`src/hw/rtl/elf32_header_validator_core_assert.svh`:
```
// ----------------------------------------------------------------------------
// elf32 header validator assertion macros
// shared concurrent assertion forms, clocked and disabled during reset
// ----------------------------------------------------------------------------
`ifndef ELF32_HEADER_VALIDATOR_CORE_ASSERT_SVH
`define ELF32_HEADER_VALIDATOR_CORE_ASSERT_SVH

// same-cycle implication
`define ELFHV_ASSERT_NOW(label, clk, rst_n, ante, cons) \
  label: assert property (@(posedge clk) disable iff (!rst_n) (ante) |-> (cons)) \
    else $error("elfhv assertion failed");

// next-cycle implication
`define ELFHV_ASSERT_NEXT(label, clk, rst_n, ante, cons) \
  label: assert property (@(posedge clk) disable iff (!rst_n) (ante) |=> (cons)) \
    else $error("elfhv assertion failed");

`endif

```
`src/hw/rtl/elfhv_pkg.sv`:
```
// ----------------------------------------------------------------------------
// elfhv_pkg
// types and constants for the elf32 header validator
// ----------------------------------------------------------------------------
`default_nettype none

package elfhv_pkg;

  localparam int unsigned HDR_BYTES   = 52;
  localparam int unsigned PHENT_BYTES = 32;

  localparam logic [5:0]  HDR_LEN      = 6'd52;
  localparam logic [31:0] HDR_LEN_W    = 32'd52;
  localparam logic [31:0] ELF_MAGIC    = 32'h7f45_4c46;
  localparam logic [7:0]  ELF_CLASS32  = 8'd1;
  localparam logic [7:0]  ELF_DATAMSB  = 8'd2;
  localparam logic [7:0]  ELF_IDVER    = 8'd1;
  localparam logic [15:0] ET_EXEC      = 16'd2;
  localparam logic [15:0] EM_MIPS      = 16'd8;
  localparam logic [31:0] ELF_VER_WORD = 32'd1;
  localparam logic [15:0] EHSIZE       = 16'd52;
  localparam logic [15:0] PHENTSIZE    = 16'd32;

  // offset of the last byte of each field
  localparam logic [5:0] POS_MAGIC  = 6'd3;
  localparam logic [5:0] POS_CLASS  = 6'd4;
  localparam logic [5:0] POS_DATA   = 6'd5;
  localparam logic [5:0] POS_IDVER  = 6'd6;
  localparam logic [5:0] POS_TYPE   = 6'd17;
  localparam logic [5:0] POS_MACH   = 6'd19;
  localparam logic [5:0] POS_VER    = 6'd23;
  localparam logic [5:0] POS_ENTRY  = 6'd27;
  localparam logic [5:0] POS_PHOFF  = 6'd31;
  localparam logic [5:0] POS_EHSIZE = 6'd41;
  localparam logic [5:0] POS_PHENT  = 6'd43;
  localparam logic [5:0] POS_PHNUM  = 6'd45;

  typedef enum logic [2:0] {
    FAULT_NONE   = 3'd0,
    FAULT_SHORT  = 3'd1,
    FAULT_MAGIC  = 3'd2,
    FAULT_IDENT  = 3'd3,
    FAULT_HDR    = 3'd4,
    FAULT_PHDR   = 3'd5,
    FAULT_BOUNDS = 3'd6
  } fault_t;

  // header state seen by the verdict logic
  typedef struct packed {
    logic        full;
    fault_t      fault;
    logic [31:0] entry;
    logic [31:0] offset;
    logic [15:0] count;
  } hdr_info_t;

endpackage

`default_nettype wire

```
`src/hw/rtl/elfhv_in_stage.sv`:
```
// ----------------------------------------------------------------------------
// elfhv_in_stage
// input register for the byte stream, holds one word until it is taken
// ----------------------------------------------------------------------------
`default_nettype none

module elfhv_in_stage
  import elfhv_pkg::*;
(
  input  wire logic       clk,
  input  wire logic       rst_n,
  input  wire logic       in_valid,
  output      logic       in_ready,
  input  wire logic [7:0] in_byte,
  input  wire logic       in_last,
  input  wire logic       take,
  output      logic       s1_valid,
  output      logic [7:0] s1_byte,
  output      logic       s1_last
);

  logic       valid_r, valid_nxt;
  logic [7:0] byte_r;
  logic       last_r;

  assign in_ready = !valid_r || take;

  always_comb begin
    valid_nxt = valid_r;
    if (in_ready) begin
      valid_nxt = in_valid;
    end
  end

  always_ff @(posedge clk) begin
    if (!rst_n) begin
      valid_r <= 1'b0;
    end else begin
      valid_r <= valid_nxt;
    end
  end

  always_ff @(posedge clk) begin
    if (in_valid && in_ready) begin
      byte_r <= in_byte;
      last_r <= in_last;
    end
  end

  assign s1_valid = valid_r;
  assign s1_byte  = byte_r;
  assign s1_last  = last_r;

endmodule

`default_nettype wire

```
`src/hw/rtl/elfhv_scan.sv`:
```
// ----------------------------------------------------------------------------
// elfhv_scan
// byte position counter, field shifter and per-field header checks
// ----------------------------------------------------------------------------
`default_nettype none

module elfhv_scan
  import elfhv_pkg::*;
#(
  parameter int unsigned MAX_HEADERS = 16
) (
  input  wire logic       clk,
  input  wire logic       rst_n,
  input  wire logic       step,
  input  wire logic [7:0] byte_in,
  input  wire logic       last_in,
  output      hdr_info_t  info
);

  localparam logic [15:0] MaxHdr = 16'(MAX_HEADERS);

  logic [5:0]  pos_r, pos_nxt;
  fault_t      fault_r, fault_nxt;
  logic [31:0] shift_r, shift_nxt;
  logic [31:0] entry_r, entry_nxt;
  logic [31:0] offset_r, offset_nxt;
  logic [15:0] count_r, count_nxt;
  logic [15:0] entsize_r, entsize_nxt;
  logic [15:0] half;
  logic        bad;
  fault_t      bad_code;

  always_comb begin
    shift_nxt   = {shift_r[23:0], byte_in};
    half        = shift_nxt[15:0];
    pos_nxt     = pos_r;
    fault_nxt   = fault_r;
    entry_nxt   = entry_r;
    offset_nxt  = offset_r;
    count_nxt   = count_r;
    entsize_nxt = entsize_r;
    bad         = 1'b0;
    bad_code    = FAULT_NONE;
    if (pos_r < HDR_LEN) begin
      pos_nxt = pos_r + 6'd1;
      case (pos_r)
        POS_MAGIC: begin
          bad = (shift_nxt != ELF_MAGIC); bad_code = FAULT_MAGIC;
        end
        POS_CLASS: begin
          bad = (byte_in != ELF_CLASS32); bad_code = FAULT_IDENT;
        end
        POS_DATA: begin
          bad = (byte_in != ELF_DATAMSB); bad_code = FAULT_IDENT;
        end
        POS_IDVER: begin
          bad = (byte_in != ELF_IDVER); bad_code = FAULT_IDENT;
        end
        POS_TYPE: begin
          bad = (half != ET_EXEC); bad_code = FAULT_HDR;
        end
        POS_MACH: begin
          bad = (half != EM_MIPS); bad_code = FAULT_HDR;
        end
        POS_VER: begin
          bad = (shift_nxt != ELF_VER_WORD); bad_code = FAULT_HDR;
        end
        POS_ENTRY:  entry_nxt = shift_nxt;
        POS_PHOFF:  offset_nxt = shift_nxt;
        POS_EHSIZE: begin
          bad = (half != EHSIZE); bad_code = FAULT_HDR;
        end
        POS_PHENT:  entsize_nxt = half;
        POS_PHNUM: begin
          count_nxt = half;
          bad = (entsize_r != PHENTSIZE) || (half == 16'd0) || (half > MaxHdr);
          bad_code = FAULT_PHDR;
        end
        default: ;
      endcase
    end
    // first failure wins
    if (bad && fault_r == FAULT_NONE) begin
      fault_nxt = bad_code;
    end
    // verdict given, next word starts a new image
    if (last_in) begin
      pos_nxt   = 6'd0;
      fault_nxt = FAULT_NONE;
    end
  end

  always_ff @(posedge clk) begin
    if (!rst_n) begin
      pos_r   <= 6'd0;
      fault_r <= FAULT_NONE;
    end else if (step) begin
      pos_r   <= pos_nxt;
      fault_r <= fault_nxt;
    end
  end

  always_ff @(posedge clk) begin
    if (step) begin
      shift_r   <= shift_nxt;
      entry_r   <= entry_nxt;
      offset_r  <= offset_nxt;
      count_r   <= count_nxt;
      entsize_r <= entsize_nxt;
    end
  end

  // header complete once this word is counted; all fields settle before then
  assign info.full   = (pos_r >= HDR_LEN - 6'd1);
  assign info.fault  = fault_r;
  assign info.entry  = entry_r;
  assign info.offset = offset_r;
  assign info.count  = count_r;

endmodule

`default_nettype wire

```
`src/hw/rtl/elfhv_verdict.sv`:
```
// ----------------------------------------------------------------------------
// elfhv_verdict
// image size register, table bounds check and result register
// ----------------------------------------------------------------------------
`default_nettype none

module elfhv_verdict
  import elfhv_pkg::*;
(
  input  wire logic        clk,
  input  wire logic        rst_n,
  input  wire logic        cfg_we,
  input  wire logic [31:0] cfg_wdata,
  input  wire logic        load,
  input  wire hdr_info_t   info,
  output      logic        out_valid,
  input  wire logic        out_ready,
  output      logic        out_header_ok,
  output      logic [2:0]  out_fault_code,
  output      logic [31:0] out_entry_address,
  output      logic [31:0] out_table_offset,
  output      logic [4:0]  out_table_count
);

  logic [31:0] image_size_r;
  logic        valid_r, valid_nxt;
  fault_t      code_r, code_nxt;
  logic [31:0] entry_r, offset_r;
  logic [4:0]  count_r;
  logic [32:0] tbl_end;
  logic        ok;

  assign tbl_end = {1'b0, info.offset} + 33'({info.count, 5'b0});

  always_comb begin
    if (!info.full || image_size_r < HDR_LEN_W) begin
      code_nxt = FAULT_SHORT;
    end else if (info.fault != FAULT_NONE) begin
      code_nxt = info.fault;
    end else if (tbl_end > {1'b0, image_size_r}) begin
      code_nxt = FAULT_BOUNDS;
    end else begin
      code_nxt = FAULT_NONE;
    end
    ok = (code_nxt == FAULT_NONE);
  end

  always_comb begin
    valid_nxt = valid_r;
    if (out_ready) begin
      valid_nxt = 1'b0;
    end
    if (load) begin
      valid_nxt = 1'b1;
    end
  end

  always_ff @(posedge clk) begin
    if (!rst_n) begin
      valid_r      <= 1'b0;
      image_size_r <= 32'd0;
    end else begin
      valid_r <= valid_nxt;
      if (cfg_we) begin
        image_size_r <= cfg_wdata;
      end
    end
  end

  always_ff @(posedge clk) begin
    if (load) begin
      code_r   <= code_nxt;
      entry_r  <= ok ? info.entry : 32'd0;
      offset_r <= ok ? info.offset : 32'd0;
      count_r  <= ok ? info.count[4:0] : 5'd0;
    end
  end

  assign out_valid         = valid_r;
  assign out_header_ok     = (code_r == FAULT_NONE);
  assign out_fault_code    = code_r;
  assign out_entry_address = entry_r;
  assign out_table_offset  = offset_r;
  assign out_table_count   = count_r;

endmodule

`default_nettype wire

```
`src/hw/rtl/elf32_header_validator_core.sv`:
```
// ----------------------------------------------------------------------------
// elf32_header_validator_core
// streaming check of a big-endian mips elf32 executable header
// ----------------------------------------------------------------------------
//
//   channel  | ports                               | word
//   ---------+-------------------------------------+---------------------------
//   in       | in_valid/in_ready                   | image byte, last marker
//   out      | out_valid/out_ready                 | verdict, entry, table info
//   cfg      | cfg_we/cfg_wdata                    | image size, no wait
//
// one byte a cycle barring a stalled last word: input register, then field checks
// and verdict logic, then the result register; the 33-bit table-end add and compare
// sets the path; out_valid trails the last word through the two register stages
// words without the last marker keep flowing while a verdict waits on out
// a last word stalls in the input register only while the result is unread
// synchronous active-low reset, no clearing pass
//
`default_nettype none

module elf32_header_validator_core
  import elfhv_pkg::*;
#(
  parameter int unsigned MAX_HEADERS = 16
) (
  input  wire logic        clk,
  input  wire logic        rst_n,
  input  wire logic        in_valid,
  output      logic        in_ready,
  input  wire logic [7:0]  in_image_byte,
  input  wire logic        in_image_last,
  output      logic        out_valid,
  input  wire logic        out_ready,
  output      logic        out_header_ok,
  output      logic [2:0]  out_fault_code,
  output      logic [31:0] out_entry_address,
  output      logic [31:0] out_table_offset,
  output      logic [4:0]  out_table_count,
  input  wire logic        cfg_we,
  input  wire logic [31:0] cfg_wdata
);

`include "elf32_header_validator_core_assert.svh"

  logic       s1_valid;
  logic [7:0] s1_byte;
  logic       s1_last;
  logic       s1_take;
  hdr_info_t  info;

  // a non-last byte never needs the result register
  assign s1_take = s1_valid && (!s1_last || !out_valid || out_ready);

  elfhv_in_stage u_in (
    .clk      (clk),
    .rst_n    (rst_n),
    .in_valid (in_valid),
    .in_ready (in_ready),
    .in_byte  (in_image_byte),
    .in_last  (in_image_last),
    .take     (s1_take),
    .s1_valid (s1_valid),
    .s1_byte  (s1_byte),
    .s1_last  (s1_last)
  );

  // field checks; info reflects state before the byte now being taken
  elfhv_scan #(
    .MAX_HEADERS (MAX_HEADERS)
  ) u_scan (
    .clk     (clk),
    .rst_n   (rst_n),
    .step    (s1_take),
    .byte_in (s1_byte),
    .last_in (s1_last),
    .info    (info)
  );

  // verdict captured as the last byte leaves the input register
  elfhv_verdict u_verdict (
    .clk               (clk),
    .rst_n             (rst_n),
    .cfg_we            (cfg_we),
    .cfg_wdata         (cfg_wdata),
    .load              (s1_take && s1_last),
    .info              (info),
    .out_valid         (out_valid),
    .out_ready         (out_ready),
    .out_header_ok     (out_header_ok),
    .out_fault_code    (out_fault_code),
    .out_entry_address (out_entry_address),
    .out_table_offset  (out_table_offset),
    .out_table_count   (out_table_count)
  );

  // a verdict taken from the input stage always shows up next cycle
  `ELFHV_ASSERT_NEXT(a_verdict_lands, clk, rst_n, s1_take && s1_last, out_valid)
  // an input word that is not taken stays put
  `ELFHV_ASSERT_NEXT(a_s1_holds, clk, rst_n, s1_valid && !s1_take,
    s1_valid && $stable(s1_byte) && $stable(s1_last))
  // a passing header always carries a non-empty table
  `ELFHV_ASSERT_NOW(a_ok_has_table, clk, rst_n, out_valid && out_header_ok,
    out_fault_code == FAULT_NONE && out_table_count != 5'd0)

endmodule

`default_nettype wire
```
`config.mk`:
```
export PLATFORM = sky130hd
export DESIGN_NAME = elf32_header_validator_core
export DESIGN_NICKNAME = d
export VERILOG_FILES = /design/src/hw/rtl/elfhv_pkg.sv /design/src/hw/rtl/elfhv_in_stage.sv /design/src/hw/rtl/elfhv_scan.sv /design/src/hw/rtl/elfhv_verdict.sv /design/src/hw/rtl/elf32_header_validator_core.sv
export VERILOG_INCLUDE_DIRS = /design/src /design/src/hw/rtl
export SDC_FILE = /design/constraint.sdc
export NUM_CORES = 1
export LEC_CHECK = 0
export ABC_AREA = 1
export ABC_CLOCK_PERIOD_IN_PS = 4200
export BUFFER_PORTS_ARGS = -buffer_cell sky130_fd_sc_hd__clkbuf_2
export CORE_ASPECT_RATIO = 1.25
export CORE_MARGIN = 2
export CORE_UTILIZATION = 53
export DETAILED_ROUTE_END_ITERATION = 10
export PLACE_DENSITY = 0.76
export SLEW_MARGIN = 10
export SYNTH_ARGS = -nofsm -noshare
export SYNTH_HDL_FRONTEND = slang
export SYNTH_SLANG_ARGS = --single-unit
export TNS_END_PERCENT = 100
```
`constraint.sdc`:
```
create_clock -name clk -period 4.2 [get_ports clk]
set_input_delay 0.21 -clock clk [delete_from_list [all_inputs] [get_ports clk]]
set_output_delay 0.21 -clock clk [all_outputs]
set_load 0.01 [all_outputs]
```
==> impl_metrics.yaml <==
routing:
  drc: 0
  first_iter_violations: 558
  viasPerCell: 5.20
  wl_per_cell_um: 16.7
  drtPass1Iterations: 5
  ant_nets: 0
  drt-total-wl_um: 23400
  num_vias: 7256
cts:
  cts_root_buffer: "clkbuf_16"
  htreeDepth: 1
  clk_pin_slew_ps: 60
  cts_made_buffers: 23
  worstSkewPairLatency_ps: 520
  cts_buffer_depth: 3
  tritoncts: "done"
  numClockSinks: 244
global_route:
  grt_usage_pct: 21.4
  grt_max_degree: 64
  grt_pass1_vias: 7104
  antenna_found_initial: 0
  grt_pass1_wl_um: 35200
  grt_overflow: 0
worst_hold_path:
  whs_path_depth: 3
  hp-start: "cfg_wdata[30]"
  hold_class: "input port to flip-flop"
  worstHoldEndpoint: "u_verdict.image_size_r[30]$_SDFFE_PN0P_"
logic_synthesis:
  synthXorXnorAreaFrac_pct: 2.22
  synthSimpleGateAreaFrac_pct: 13.1
  syn_nets: 1038
  syn_avg_cell_area_um2: 11.3
  ys.flop_type: "edfxtp_1"
  ys_seq_elements: 244
  synthAdderAreaFrac_pct: 6.31
  syn_inst: 939
  muxShareOfSynthArea_pct: 0
  synthesis.area_um2: 10600
  synth_top_family_by_area: "simple AND/OR/NAND/NOR gates"
  yosys_warnings: 0
  synth_compound_area_share_pct: 7.12
  async_flop_share_pct: 0
  yosysUniqueCellTypes: 43
  synth-edff-count: 201
  ys_seq_area_share_pct: 64.9
finish:
  stdcell_area_um2: 13000
  final_util_pct: 66.7
  synthToLayoutAreaGrowth_pct: 22.7
  n_antenna_cell: 0
  fin_nets: 1213
  fin_cells: 1396
  layout-drive-gt1-share_pct: 21.4
flow_run:
  maxCapViolCount: 0
die:
  coreArea_um2: 19500
  rows: 57
  io_pins: 121
  start_util_pct: 54.4
  die_y_um: 162
  die_x_um: 131
  die-area_um2: 21200
critical_path:
  cp_data_arrival_time_ps: 4350
  r2r_slack_ps: 220
  reg2reg_to: "u_verdict.out_table_offset[7]$_SDFFCE_PP0P_"
  worstPathMaxFanout: 15
  critPathRequiredTime_ps: 4570
  r2r_cells: 26
  r2r_start: "u_scan.offset_r[5]$_DFFE_PP_"
  cp-end-kind: "flip-flop"
  cp-start-kind: "flip-flop"
  critPathKind: "flip-flop to flip-flop"
placed_design:
  gp_congestion: 0.888
  dp_slack_ps: -63.3
  dp.cells: 1318
  hpwl_um: 15800
  post_dp_cell_area_um2: 11600
  portBuffers: 120
power_and_ir_drop:
  cellPowerDensity_nw_per_um2: 389
  ir_drop_mv: 0.373
  power.leakage_nw: 5.45
sta:
  final.setup.tns_ps: 0
  fin_skew_ps: 12.3
  min_period_ps: 3980
  setup_ws_ps: 225
  finalMaxSlewViolations: 0
  fin_crit_sh_pct: 94.6
  finalHoldViolations: 0
  maxSlewHeadroom_pct: 23.7
  tightest_slew_ps: 1130
  fmax_mhz: 252
  setup_violations: 0
run_status:
  outcome: "complete, no violations"
## area by class of cell
class                           instances  area (um^2)
Sequential cell                       244         6900
Timing Repair Buffer                  170         1170
Fill cell                            1446         6500
Tap cell                              265          332
Multi-Input combinational cell        521         3270
Inverter                              154          578
Clock buffer                           24          589
Clock inverter                         18          209
## through the flow
stage          hold slack, ps  total power [mW]
2_1_floorplan             309              2.86
3_3_place_gp              386              2.95
3_5_place_dp              389              2.95
4_1_cts                  2.12              5.11
5_1_grt                  15.7              5.24
6_report                 7.36              5.07
## cell families (layout without fill, tap and decap cells)
family | Yosys count | count (layout)
simple gates | 303 | 303
flops | 244 | 244
buf+inv | 174 | 366
compound gates | 138 | 138
fa+ha+maj | 53 | 53
xor+xnor | 27 | 27
## critical path, stage by stage, from the launching register on
cell       delay [ps]
edfxtp_1          410
ha_2              230
fa_2              360
nand3_2            90
nand2_2            90
a31oi_4           210
o21ai_4            80
nand4_1           100
nand2_2            80
nand3_2            80
nor2_2             50
nand2_1            70
xor2_1            170
inv_1              90
ha_4              270
nand3_2            80
nor3_2            100
nand4_1           120
nor4_2            220
nand3_1            90
nand2_1            90
nand2_2            70
nand2_2           120
nand3_4            80
buf_12            180
clkbuf_16         180
nor2_1             90
## per-layer routing
layer | vias up | share of wire [%] | global-route usage, %
met2 | 211 | 53 | 39.2
met3 | 52 | 5.3 | 3.02
met1 | 3418 | 39 | 25.9
li1 | 3575 | - | -
met4 | 0 | 3.1 | 6.67
met5 | - | 0 | 0
## cells in the final DEF (no fill, tap or decap), drive strengths merged, types with 2 or more instances in the layout
cell type and count:
edfxtp 201, inv 154, clkbuf 148, nor2 118
nand2 98, a21oi 67, o21ai 52, ha 52
dfxtp 43, nand3 30, dlygate4sd3 24, xor2 22
buf 22, nand4 19, nor4 18, nor3 14
clkinv 13, xnor2 5, bufinv 4, o211ai 3
a31oi 3, a21o 2, nor3b 2, or2 2
a211oi 2, o21bai 2
## timing repair
action / CTS / global route
endpoints found under the setup margin: 53 / 71
buffers inserted: 0 / 7
pin swaps: 0 / 9
gates cloned: 0 / 5
hold endpoints to repair: 23 / 0
resized for setup: 4 / 47
hold buffers: 24 / 0
## power breakdown
group | switching (mW) | internal (mW)
Sequential | 0.0476 | 2.66
Combinational | 0.128 | 0.0865
Clock | 0.870 | 1.28
## worst max path at each step
stage                                                    end                    startpoint
2_1_floorplan  u_verdict.out_entry_address[21]$_SDFFCE_PP0P_   u_scan.count_r[0]$_DFFE_PP_
3_3_place_gp   u_verdict.out_entry_address[31]$_SDFFCE_PP0P_   u_scan.count_r[0]$_DFFE_PP_
3_5_place_dp    u_verdict.out_table_offset[20]$_SDFFCE_PP0P_   u_scan.count_r[0]$_DFFE_PP_
4_1_cts          u_verdict.out_table_offset[8]$_SDFFCE_PP0P_   u_scan.count_r[0]$_DFFE_PP_
5_1_grt          u_verdict.out_table_offset[7]$_SDFFCE_PP0P_   u_scan.count_r[0]$_DFFE_PP_
6_report         u_verdict.out_table_offset[7]$_SDFFCE_PP0P_  u_scan.offset_r[5]$_DFFE_PP_
## flip-flops by register name, summed over array words and instances (netlist names), 16 cells and up
| register | flops |
|---|---|
| u_scan.entry_r | 32 |
| u_scan.offset_r | 32 |
| u_scan.shift_r | 24 |
| u_verdict.out_table_offset | 32 |
| u_scan.entsize_r | 16 |
| u_scan.count_r | 16 |
| u_verdict.image_size_r | 32 |
| u_verdict.out_entry_address | 32 |
## cells in the mapped netlist, types with 2 or more instances
cell	n	area (um^2)
nand3_2	2	20.0
o21ai_0	49	245
or2_2	2	12.5
nor2_1	107	402
nor3b_1	2	15.0
ha_1	52	651
clkbuf_1	13	48.8
inv_1	153	574
o21ai_2	2	17.5
edfxtp_1	201	6040
nor2_4	10	113
nand3_1	28	140
buf_2	5	25.0
a21oi_1	66	330
a31oi_1	3	18.8
dfxtp_1	43	861
nand2_1	98	368
xnor2_1	5	43.8
xor2_1	22	193
nor3_1	14	70.1
a21o_1	2	15.0
o21bai_1	2	15.0
nand4_1	19	119
nor4_1	18	113
o211ai_1	3	22.5
Note: power is estimated with default switching activity, not from simulation.
